--- config.mk ---
export PLATFORM = sky130hd
export DESIGN_NAME = time_code_slot_transmitter_unit_flat
export DESIGN_NICKNAME = d
export VERILOG_FILES = /design/src/hdl/tcst_pkg.sv /design/src/hdl/tcst_channels.sv /design/src/hdl/tcst_frame_store.sv /design/src/hdl/time_code_slot_transmitter_unit.sv /design/src/flat_wrapper.sv
export SDC_FILE = /design/constraint.sdc
export NUM_CORES = 2
export LEC_CHECK = 0
export BUFFER_PORTS_ARGS = -buffer_cell sky130_fd_sc_hd__buf_2
export CORE_AREA = 10 10 378 380
export CTS_CLUSTER_DIAMETER = 40
export DETAILED_ROUTE_END_ITERATION = 7
export DIE_AREA = 0 0 388 390
export MAX_ROUTING_LAYER = met4
export PLACE_DENSITY_LB_ADDON = 0.05
export SKIP_CTS_REPAIR_TIMING = 1
export SLEW_MARGIN = 20
export SYNTH_ARGS = -nofsm -noshare
export SYNTH_HDL_FRONTEND = slang
export SYNTH_SLANG_ARGS = --single-unit
export TNS_END_PERCENT = 50
--- constraint.sdc ---
create_clock -name clock -period 9.8 [get_ports clock]
set_input_delay 0.98 -clock clock [delete_from_list [all_inputs] [get_ports clock]]
set_output_delay 0.98 -clock clock [all_outputs]
set_load 0.01 [all_outputs]
--- src/hdl/tcst_pkg.sv ---
// Shared types and constants for the time-code slot transmitter.
package tcst_pkg;

   localparam int CMD_W       = 2;
   localparam int SLOT_W      = 6;
   localparam int SYMBOL_W    = 2;
   localparam int TIMESTAMP_W = 48;
   localparam int LOW_TIME_W  = 20;

   typedef enum logic [CMD_W-1:0] {
      CMD_WRITE   = 2'd0,
      CMD_READY   = 2'd1,
      CMD_TICK    = 2'd2,
      CMD_RESTART = 2'd3
   } cmd_type;

   typedef enum logic [SYMBOL_W-1:0] {
      SYM_ZERO   = 2'd0,
      SYM_ONE    = 2'd1,
      SYM_MARKER = 2'd2,
      SYM_NONE   = 2'd3
   } symbol_type;

   localparam logic [LOW_TIME_W-1:0] LOW_TIME_ZERO_US   = 20'd200000;
   localparam logic [LOW_TIME_W-1:0] LOW_TIME_ONE_US    = 20'd500000;
   localparam logic [LOW_TIME_W-1:0] LOW_TIME_MARKER_US = 20'd800000;
   localparam logic [LOW_TIME_W-1:0] LOW_TIME_NONE_US   = 20'd0;

   localparam longint unsigned USEC_SECOND = 64'd1000000;
   localparam longint unsigned USEC_MINUTE = 64'd60000000;

endpackage

--- src/hdl/tcst_channels.sv ---
// Request and response channel interfaces for the time-code slot transmitter.
interface tcst_req_if;
   import tcst_pkg::*;

   logic                   valid;
   logic                   ready;
   cmd_type                cmd;
   logic                   to_active;
   logic [SLOT_W-1:0]      slot_index;
   symbol_type             symbol;
   logic [TIMESTAMP_W-1:0] timestamp_us;

   modport source (output valid, cmd, to_active, slot_index, symbol, timestamp_us,
                   input ready);
   modport sink   (input valid, cmd, to_active, slot_index, symbol, timestamp_us,
                   output ready);
endinterface

interface tcst_rsp_if;
   import tcst_pkg::*;

   logic                   valid;
   logic                   ready;
   logic [SLOT_W-1:0]      sent_slot;
   symbol_type             sent_symbol;
   logic                   carrier_off;
   logic [LOW_TIME_W-1:0]  low_time_us;
   logic                   frame_swapped;
   logic                   frame_request;
   logic                   minute_done;
   logic [TIMESTAMP_W-1:0] tick_interval_us;
   logic [TIMESTAMP_W-1:0] peak_second_jitter_us;
   logic [TIMESTAMP_W-1:0] minute_length_us;
   logic [TIMESTAMP_W-1:0] peak_minute_drift_us;

   modport source (output valid, sent_slot, sent_symbol, carrier_off, low_time_us,
                   frame_swapped, frame_request, minute_done, tick_interval_us,
                   peak_second_jitter_us, minute_length_us, peak_minute_drift_us,
                   input ready);
   modport sink   (input valid, sent_slot, sent_symbol, carrier_off, low_time_us,
                   frame_swapped, frame_request, minute_done, tick_interval_us,
                   peak_second_jitter_us, minute_length_us, peak_minute_drift_us,
                   output ready);
endinterface

--- src/hdl/tcst_frame_store.sv ---
// One frame buffer: symbol memory with per-slot valid bits and write forwarding.
module tcst_frame_store #(
   parameter int DEPTH = 60
) (
   input  logic                                 clock,
   input  logic                                 reset,
   input  logic                                 wr_en,
   input  logic [$clog2(DEPTH)-1:0]             wr_addr,
   input  tcst_pkg::symbol_type                 wr_data,
   input  logic [$clog2(DEPTH)-1:0]             rd_addr,
   output tcst_pkg::symbol_type                 rd_data
);
   import tcst_pkg::*;

   symbol_type       mem_ff [DEPTH];
   logic [DEPTH-1:0] valid_ff;
   symbol_type       rd_data_ff;

   always_ff @(posedge clock) begin
      if (reset) begin
         valid_ff <= '0;
      end else if (wr_en) begin
         valid_ff[wr_addr] <= 1'b1;
      end
   end

   always_ff @(posedge clock) begin
      if (wr_en) begin
         mem_ff[wr_addr] <= wr_data;
      end
      if (wr_en && (wr_addr == rd_addr)) begin
         rd_data_ff <= wr_data;
      end else if (valid_ff[rd_addr]) begin
         rd_data_ff <= mem_ff[rd_addr];
      end else begin
         rd_data_ff <= SYM_ZERO;
      end
   end

   assign rd_data = rd_data_ff;

endmodule

--- src/hdl/time_code_slot_transmitter_unit.sv ---
// Top level of the time-code slot transmitter.
//
// Usage: requests enter on req_if (valid/ready). A write request loads one
// symbol into the staging or active frame, a ready request marks staging
// complete, a restart request returns the slot counter to 0, and a tick
// request sends the current slot and yields one response on rsp_if.
// Other requests yield no response.
// Path: a tick in the input register passes through one logic stage into
// the response register, which then shows its response valid.
// Throughput: one request per cycle unless a tick waits on a response,
// set by the single processing stage; both frame memories are read every
// cycle at the upcoming slot; writes forward into registered read data.
// Reset: control state clears; both frames read as zero symbols through
// per-slot valid bits, so there is no clearing pass.
// Stall: while a response waits, a tick in the input register holds and
// ready drops; non-tick requests still pass through.
module time_code_slot_transmitter_unit #(
   parameter int SLOTS_PER_FRAME = 60,
   parameter int TIME_BITS       = 48
) (
   input logic        clock,
   input logic        reset,
   tcst_req_if.sink   req_if,
   tcst_rsp_if.source rsp_if
);
   import tcst_pkg::*;

   localparam int AW = $clog2(SLOTS_PER_FRAME);
   localparam int TW = TIME_BITS;
   localparam logic [AW:0] SLOTS_LIMIT = (AW+1)'(SLOTS_PER_FRAME);
   localparam logic [TW-1:0] SEC_NOM = TW'(USEC_SECOND);
   localparam logic [TW-1:0] MIN_NOM = TW'(USEC_MINUTE);

   function automatic logic [TW-1:0] abs_dev(input logic [TW-1:0] v,
                                             input logic [TW-1:0] nom);
      return (v >= nom) ? (v - nom) : (nom - v);
   endfunction

   // input register
   logic                   in_valid_ff;
   cmd_type                in_cmd_ff;
   logic                   in_to_active_ff;
   logic [SLOT_W-1:0]      in_slot_ff;
   symbol_type             in_symbol_ff;
   logic [TIMESTAMP_W-1:0] in_time_ff;

   // block state
   logic          active_is_b_ff, active_is_b_in;
   logic          staging_ready_ff, staging_ready_in;
   logic [AW-1:0] slot_ff, slot_in;
   logic [TW-1:0] prev_tick_ff, prev_tick_in;
   logic          prev_tick_valid_ff, prev_tick_valid_in;
   logic [TW-1:0] prev_min_ff, prev_min_in;
   logic          prev_min_valid_ff, prev_min_valid_in;
   logic [TW-1:0] min_len_ff, min_len_in;
   logic [TW-1:0] max_jit_ff, max_jit_in;
   logic [TW-1:0] max_drift_ff, max_drift_in;

   // response register
   logic                  rsp_valid_ff, rsp_valid_in;
   logic [SLOT_W-1:0]     rsp_slot_ff;
   symbol_type            rsp_symbol_ff;
   logic                  rsp_carrier_ff;
   logic [LOW_TIME_W-1:0] rsp_low_ff, low_time;
   logic                  rsp_swapped_ff, swapped;
   logic                  rsp_request_ff, request;
   logic                  rsp_wrapped_ff, wrapped;
   logic [TW-1:0]         rsp_period_ff, sec_period;

   logic          rsp_free, fire, tick_fire, req_ready;
   logic          to_b, wr_ok, wr_a_en, wr_b_en;
   logic [AW-1:0] wr_addr;
   symbol_type    rd_a, rd_b, cur_symbol;
   logic [TW-1:0] now, jitter, min_len, drift;
   logic [AW:0]   slot_next;

   assign rsp_free  = !rsp_valid_ff || rsp_if.ready;
   assign fire      = in_valid_ff && ((in_cmd_ff != CMD_TICK) || rsp_free);
   assign tick_fire = fire && (in_cmd_ff == CMD_TICK);
   assign req_ready = !in_valid_ff || fire;
   assign req_if.ready = req_ready;

   // symbol writes
   assign to_b    = in_to_active_ff ? active_is_b_ff : !active_is_b_ff;
   assign wr_ok   = fire && (in_cmd_ff == CMD_WRITE)
                    && ({1'b0, in_slot_ff} < (SLOT_W+1)'(SLOTS_PER_FRAME));
   assign wr_a_en = wr_ok && !to_b;
   assign wr_b_en = wr_ok && to_b;
   assign wr_addr = in_slot_ff[AW-1:0];

   tcst_frame_store #(.DEPTH(SLOTS_PER_FRAME)) u_store_a (
      .clock   (clock),
      .reset   (reset),
      .wr_en   (wr_a_en),
      .wr_addr (wr_addr),
      .wr_data (in_symbol_ff),
      .rd_addr (slot_in),
      .rd_data (rd_a)
   );

   tcst_frame_store #(.DEPTH(SLOTS_PER_FRAME)) u_store_b (
      .clock   (clock),
      .reset   (reset),
      .wr_en   (wr_b_en),
      .wr_addr (wr_addr),
      .wr_data (in_symbol_ff),
      .rd_addr (slot_in),
      .rd_data (rd_b)
   );

   assign now = TW'(in_time_ff);

   always_comb begin
      active_is_b_in     = active_is_b_ff;
      staging_ready_in   = staging_ready_ff;
      slot_in            = slot_ff;
      prev_tick_in       = prev_tick_ff;
      prev_tick_valid_in = prev_tick_valid_ff;
      prev_min_in        = prev_min_ff;
      prev_min_valid_in  = prev_min_valid_ff;
      min_len_in         = min_len_ff;
      max_jit_in         = max_jit_ff;
      max_drift_in       = max_drift_ff;
      swapped            = 1'b0;
      request            = 1'b0;
      wrapped            = 1'b0;

      sec_period = prev_tick_valid_ff ? (now - prev_tick_ff) : '0;
      jitter     = abs_dev(sec_period, SEC_NOM);
      min_len    = now - prev_min_ff;
      drift      = abs_dev(min_len, MIN_NOM);
      slot_next  = {1'b0, slot_ff} + (AW+1)'(1);

      if (fire) begin
         case (in_cmd_ff)
            CMD_READY: begin
               staging_ready_in = 1'b1;
            end
            CMD_RESTART: begin
               slot_in = '0;
            end
            CMD_TICK: begin
               if (prev_tick_valid_ff && (jitter > max_jit_ff)) begin
                  max_jit_in = jitter;
               end
               prev_tick_in       = now;
               prev_tick_valid_in = 1'b1;
               if (slot_ff == '0) begin
                  if (prev_min_valid_ff) begin
                     min_len_in = min_len;
                     if (drift > max_drift_ff) begin
                        max_drift_in = drift;
                     end
                  end
                  prev_min_in       = now;
                  prev_min_valid_in = 1'b1;
                  if (staging_ready_ff) begin
                     active_is_b_in   = !active_is_b_ff;
                     staging_ready_in = 1'b0;
                     swapped          = 1'b1;
                  end
                  request = 1'b1;
               end
               if (slot_next >= SLOTS_LIMIT) begin
                  slot_in = '0;
                  wrapped = 1'b1;
               end else begin
                  slot_in = slot_next[AW-1:0];
               end
            end
            default: begin
            end
         endcase
      end

      cur_symbol = active_is_b_in ? rd_b : rd_a;
      case (cur_symbol)
         SYM_ZERO:   low_time = LOW_TIME_ZERO_US;
         SYM_ONE:    low_time = LOW_TIME_ONE_US;
         SYM_MARKER: low_time = LOW_TIME_MARKER_US;
         default:    low_time = LOW_TIME_NONE_US;
      endcase

      rsp_valid_in = tick_fire ? 1'b1 : (rsp_if.ready ? 1'b0 : rsp_valid_ff);
   end

   always_ff @(posedge clock) begin
      if (reset) begin
         in_valid_ff        <= 1'b0;
         rsp_valid_ff       <= 1'b0;
         active_is_b_ff     <= 1'b0;
         staging_ready_ff   <= 1'b0;
         slot_ff            <= '0;
         prev_tick_ff       <= '0;
         prev_tick_valid_ff <= 1'b0;
         prev_min_ff        <= '0;
         prev_min_valid_ff  <= 1'b0;
         min_len_ff         <= '0;
         max_jit_ff         <= '0;
         max_drift_ff       <= '0;
      end else begin
         if (req_ready) begin
            in_valid_ff <= req_if.valid;
         end
         rsp_valid_ff       <= rsp_valid_in;
         active_is_b_ff     <= active_is_b_in;
         staging_ready_ff   <= staging_ready_in;
         slot_ff            <= slot_in;
         prev_tick_ff       <= prev_tick_in;
         prev_tick_valid_ff <= prev_tick_valid_in;
         prev_min_ff        <= prev_min_in;
         prev_min_valid_ff  <= prev_min_valid_in;
         min_len_ff         <= min_len_in;
         max_jit_ff         <= max_jit_in;
         max_drift_ff       <= max_drift_in;
      end
   end

   always_ff @(posedge clock) begin
      if (req_ready && req_if.valid) begin
         in_cmd_ff       <= req_if.cmd;
         in_to_active_ff <= req_if.to_active;
         in_slot_ff      <= req_if.slot_index;
         in_symbol_ff    <= req_if.symbol;
         in_time_ff      <= req_if.timestamp_us;
      end
      if (tick_fire) begin
         rsp_slot_ff    <= SLOT_W'(slot_ff);
         rsp_symbol_ff  <= cur_symbol;
         rsp_carrier_ff <= (cur_symbol != SYM_NONE);
         rsp_low_ff     <= low_time;
         rsp_swapped_ff <= swapped;
         rsp_request_ff <= request;
         rsp_wrapped_ff <= wrapped;
         rsp_period_ff  <= sec_period;
      end
   end

   assign rsp_if.valid                 = rsp_valid_ff;
   assign rsp_if.sent_slot             = rsp_slot_ff;
   assign rsp_if.sent_symbol           = rsp_symbol_ff;
   assign rsp_if.carrier_off           = rsp_carrier_ff;
   assign rsp_if.low_time_us           = rsp_low_ff;
   assign rsp_if.frame_swapped         = rsp_swapped_ff;
   assign rsp_if.frame_request         = rsp_request_ff;
   assign rsp_if.minute_done           = rsp_wrapped_ff;
   assign rsp_if.tick_interval_us      = TIMESTAMP_W'(rsp_period_ff);
   // stats are reported as of the latest tick; state only moves on ticks
   assign rsp_if.peak_second_jitter_us = TIMESTAMP_W'(max_jit_ff);
   assign rsp_if.minute_length_us      = TIMESTAMP_W'(min_len_ff);
   assign rsp_if.peak_minute_drift_us  = TIMESTAMP_W'(max_drift_ff);

   ap_tick_gives_rsp: assert property (@(posedge clock) disable iff (reset)
      tick_fire |=> rsp_valid_ff)
      else $error("tick request did not produce a response");

   ap_swap_at_slot0: assert property (@(posedge clock) disable iff (reset)
      (rsp_valid_ff && rsp_swapped_ff) |-> (rsp_request_ff && (rsp_slot_ff == '0)))
      else $error("frame swap outside slot 0");

   ap_slot_range: assert property (@(posedge clock) disable iff (reset)
      {1'b0, slot_ff} < SLOTS_LIMIT)
      else $error("slot counter out of range");

   ap_restart_zero: assert property (@(posedge clock) disable iff (reset)
      (fire && (in_cmd_ff == CMD_RESTART)) |=> (slot_ff == '0))
      else $error("restart did not clear slot counter");

endmodule

--- src/flat_wrapper.sv ---
// flat-port wrapper written by rule: the top's interface ports become plain ports
module time_code_slot_transmitter_unit_flat import tcst_pkg::*;
#(
   parameter int SLOTS_PER_FRAME = 60,
   parameter int TIME_BITS       = 48
)
  (clock, reset, req_if_valid, req_if_cmd, req_if_to_active, req_if_slot_index, req_if_symbol, req_if_timestamp_us, req_if_ready, rsp_if_valid, rsp_if_sent_slot, rsp_if_sent_symbol, rsp_if_carrier_off, rsp_if_low_time_us, rsp_if_frame_swapped, rsp_if_frame_request, rsp_if_minute_done, rsp_if_tick_interval_us, rsp_if_peak_second_jitter_us, rsp_if_minute_length_us, rsp_if_peak_minute_drift_us, rsp_if_ready);
  tcst_req_if req_if_i ();
  tcst_rsp_if rsp_if_i ();
  input logic clock;
  input logic reset;
  input wire logic [$bits(req_if_i.valid)-1:0] req_if_valid;
  input wire logic [$bits(req_if_i.cmd)-1:0] req_if_cmd;
  input wire logic [$bits(req_if_i.to_active)-1:0] req_if_to_active;
  input wire logic [$bits(req_if_i.slot_index)-1:0] req_if_slot_index;
  input wire logic [$bits(req_if_i.symbol)-1:0] req_if_symbol;
  input wire logic [$bits(req_if_i.timestamp_us)-1:0] req_if_timestamp_us;
  output wire logic [$bits(req_if_i.ready)-1:0] req_if_ready;
  output wire logic [$bits(rsp_if_i.valid)-1:0] rsp_if_valid;
  output wire logic [$bits(rsp_if_i.sent_slot)-1:0] rsp_if_sent_slot;
  output wire logic [$bits(rsp_if_i.sent_symbol)-1:0] rsp_if_sent_symbol;
  output wire logic [$bits(rsp_if_i.carrier_off)-1:0] rsp_if_carrier_off;
  output wire logic [$bits(rsp_if_i.low_time_us)-1:0] rsp_if_low_time_us;
  output wire logic [$bits(rsp_if_i.frame_swapped)-1:0] rsp_if_frame_swapped;
  output wire logic [$bits(rsp_if_i.frame_request)-1:0] rsp_if_frame_request;
  output wire logic [$bits(rsp_if_i.minute_done)-1:0] rsp_if_minute_done;
  output wire logic [$bits(rsp_if_i.tick_interval_us)-1:0] rsp_if_tick_interval_us;
  output wire logic [$bits(rsp_if_i.peak_second_jitter_us)-1:0] rsp_if_peak_second_jitter_us;
  output wire logic [$bits(rsp_if_i.minute_length_us)-1:0] rsp_if_minute_length_us;
  output wire logic [$bits(rsp_if_i.peak_minute_drift_us)-1:0] rsp_if_peak_minute_drift_us;
  input wire logic [$bits(rsp_if_i.ready)-1:0] rsp_if_ready;
  assign req_if_i.valid = req_if_valid;
  assign req_if_i.cmd = req_if_cmd;
  assign req_if_i.to_active = req_if_to_active;
  assign req_if_i.slot_index = req_if_slot_index;
  assign req_if_i.symbol = req_if_symbol;
  assign req_if_i.timestamp_us = req_if_timestamp_us;
  assign req_if_ready = req_if_i.ready;
  assign rsp_if_valid = rsp_if_i.valid;
  assign rsp_if_sent_slot = rsp_if_i.sent_slot;
  assign rsp_if_sent_symbol = rsp_if_i.sent_symbol;
  assign rsp_if_carrier_off = rsp_if_i.carrier_off;
  assign rsp_if_low_time_us = rsp_if_i.low_time_us;
  assign rsp_if_frame_swapped = rsp_if_i.frame_swapped;
  assign rsp_if_frame_request = rsp_if_i.frame_request;
  assign rsp_if_minute_done = rsp_if_i.minute_done;
  assign rsp_if_tick_interval_us = rsp_if_i.tick_interval_us;
  assign rsp_if_peak_second_jitter_us = rsp_if_i.peak_second_jitter_us;
  assign rsp_if_minute_length_us = rsp_if_i.minute_length_us;
  assign rsp_if_peak_minute_drift_us = rsp_if_i.peak_minute_drift_us;
  assign rsp_if_i.ready = rsp_if_ready;
  time_code_slot_transmitter_unit #(.SLOTS_PER_FRAME(SLOTS_PER_FRAME), .TIME_BITS(TIME_BITS)) u_core (.clock(clock), .reset(reset), .req_if(req_if_i), .rsp_if(rsp_if_i));
endmodule
==> summary.md <==
| Metric | Value |
|---|---|
| Post-synthesis register bit count | `741` |
| Die area | `151,000 um2` |
| Lkg Pwr | `17.8 nW` |
| DR iter-0 viols | `2,400` |
| Slew headroom | `33.8%` |
| Worst setup SP type | `flip-flop` |
| Finished Layout Cells | `6,305` |
| Minimum clock period | `9.04 ns` |
| CP max stage cell | `nor4bb_1` |
| Endpoints failing setup | `0` |
| Area delta synth->final | `20.0%` |
| WP data required | `10.43 ns` |
| Die height | `390 um` |
| RSZ-0062 raised after global routing | `false` |
| Largest net degree at the start of global routing | `70` |
| Ys flop type | `dfxtp_1` |
| GPL Wtd Cong | `0.885` |
| Number of synthesized flops with an enable pin | `365` |
| Critical path type | `flip-flop to flip-flop` |
| CTS tree | `done` |
| Port bufs | `280` |
| Setup TNS Final | `0 ns` |
| Initial antenna violation count | `5` |
| Post-Syn Area | `40,400 um2` |
| Synthesized instance count | `4,156` |
| P per Cell Area | `197 nW/um2` |
| Remaining antenna violation count | `0` |
| Max Freq | `111 MHz` |
| Clk_lat worst skew | `0.77 ns` |
| Worst EP arrival | `9.67 ns` |
| Top post-synthesis cells by count | `542 x nand2_1, 376 x dfxtp_1, 365 x edfxtp_1` |
| Synth warn | `0` |
| Synth Area per Inst | `9.71 um2` |
| Placed cell count | `6,043` |
| Synth cell types | `103` |
| Worst slew pin tran | `0.986 ns` |
| DR WL/cell | `23.1 um` |
| Max-slew violations | `0` |
| Fraction of layout cells with a size suffix above 1 | `17.2%` |
| WP buf/inv | `5` |
| Core ar. | `135,000 um2` |
| Post-Route WL | `146 mm` |
| Largest cells by area after synthesis | `edfxtp_1 27%, dfxtp_1 19%, ha_1 6.2%` |
| Tcrit/Tclk final | `92.3%` |
| Top Family by Delay on Critical Path | `simple AND/OR/NAND/NOR gates` |
| Critical Path Fanout Max | `28` |
| Clk pin slew, worst setup/hold paths | `0.05 ns` |
| Root Buffer | `clkbuf_16` |
| Drt via density | `5.12` |
| Gr ovfl total | `0` |
| Fill count | `13,800` |
| Vias | `32,300` |
| Tot GR Track Use | `19.4%` |
| Most common cell in the synthesized netlist | `nand2_1` |
| Sequential fraction of the synthesis area | `45.8%` |
| Final net count | `4,672` |
| DRT Pass-1 Iters | `6` |
| Vias in the first global route | `32,300` |
| First-pass GRT wire length | `218 mm` |
| Max_cap viols | `0` |
| Largest area contributor in the netlist | `edfxtp_1` |
| Initial core utilization | `29.9%` |
| Final hold vios | `0` |
| Htree depth | `4` |
| Hold crit path type | `input pin to flip-flop` |
| Crit end category | `flip-flop` |
| HPWL after detailed placement | `109 mm` |
| Post-synthesis async set-or-reset flop share | `0%` |
| Longest Clk Path Bufs | `3` |
| Slowest Stage Delay on Critical Path | `0.74 ns` |
| Site row count | `135` |
| Clk sinks | `741` |
| DRC viols | `0` |
| Post-synth top area share | `27.2%` |
| Worst vdd ir | `159 uV` |
| Status | `completed` |
| Placed cell area | `43,600 um2` |
| Fin Clk Skew | `0.0422 ns` |
| Die X | `388 um` |
| Ports | `289` |
| CTS buffer count | `142` |
| Final Cell Area | `48,500 um2` |
[worst paths after layout]
kind	end	cells after the start	slack, ns	startpoint
min reg2reg	u_core.rsp_if.minute_length_us[42]$_SDFFE_PP0P_	2	0.45	u_core.rsp_if.minute_length_us[42]$_SDFFE_PP0P_
min	u_core.in_slot_ff[3]$_DFFE_PP_	1	0.40	req_if_slot_index[3]
max reg2reg	u_core.rsp_if.peak_minute_drift_us[25]$_SDFFE_PP0P_	32	0.76	u_core.in_time_ff[0]$_DFFE_PP_
max	u_core.rsp_if.peak_minute_drift_us[25]$_SDFFE_PP0P_	32	0.76	u_core.in_time_ff[0]$_DFFE_PP_
[per-stage QoR]
step	utilization (%)	worst slack (ns)	hold slack [ns]	total power [mW]
floorplan	-	2.77	0.435	4.25
global placement	32.3	0.878	0.441	4.69
detailed placement	32.3	0.819	0.445	4.67
CTS	35.9	0.736	0.339	9.67
global route	35.9	0.128	0.362	9.96
finish	35.9	0.756	0.401	9.54
[cell type report]
type | count | area, um2 | share of cell area (%)
Clock buffer | 172 | 3840 | 7.92
Clock inverter | 89 | 1020 | 2.11
Sequential cell | 741 | 18500 | 38.2
Tap cell | 1781 | 2230 | 4.60
Inverter | 251 | 952 | 1.97
Multi-Input combinational cell | 2929 | 20100 | 41.4
Antenna cell | 1 | 2.50 | 0.00516
Timing Repair Buffer | 341 | 1870 | 3.86
[cell families after synthesis]
group | share of synthesized area (%)
fa+ha+maj | 6.33
other cells | 0.00929
buf+inv | 4.82
simple gates | 15.9
compound gates | 17.3
flops | 45.8
mux | 6.56
xor+xnor | 3.33
[sequential cells by signal (all words and copies together), names as in the netlist, 7 cells and up]
register,flops
u_core.u_store_a.mem_ff,120
u_core.u_store_b.mem_ff,120
u_core.u_store_a.valid_ff,60
u_core.u_store_b.valid_ff,60
u_core.in_time_ff,48
u_core.prev_min_ff,48
u_core.prev_tick_ff,48
u_core.rsp_if.minute_length_us,48
u_core.rsp_if.peak_minute_drift_us,48
u_core.rsp_if.peak_second_jitter_us,48
u_core.rsp_if.tick_interval_us,48
u_core.rsp_if.low_time_us,7
[power by group]
part           leakage (nW)  switching [mW]  internal (mW)
Clock                  2.33            1.79           3.15
Combinational          9.14           0.831          0.462
Sequential             6.35          0.0349           3.29
[cells in the final DEF, fill, tap and decap left out, types with 44 or more instances in the layout]
master / instances
a211oi_1: 46
a21o_1: 72
a21oi_1: 322
buf_2: 279
buf_4: 61
clkbuf_16: 145
dfxtp_1: 375
edfxtp_1: 365
ha_1: 201
inv_1: 245
mux2i_1: 53
mux4_2: 90
nand2_1: 540
nand3_1: 78
nand4_1: 77
nor2_1: 354
nor3_1: 65
o21a_1: 150
o21ai_0: 140
or3_1: 44
xnor2_1: 91
xor2_1: 53
[worst reg2reg max path: cells and delay by family, from the launching register on]
| kind | cells | cell delay, ns |
|---|---|---|
| mux | 1 | 0.25 |
| buf+inv | 5 | 0.82 |
| flops | 1 | 0.44 |
| compound gates | 8 | 2.66 |
| fa+ha+maj | 3 | 0.96 |
| simple gates | 14 | 3.54 |
| xor+xnor | 1 | 0.23 |
[layer usage]
layer	routed length (um)	global-route usage (%)
met2	68900	31.0
met5	0	-
met1	67500	25.5
met4	3190	5.03
met3	6260	2.96
No activity file was read; power rests on OpenSTA's default activity.
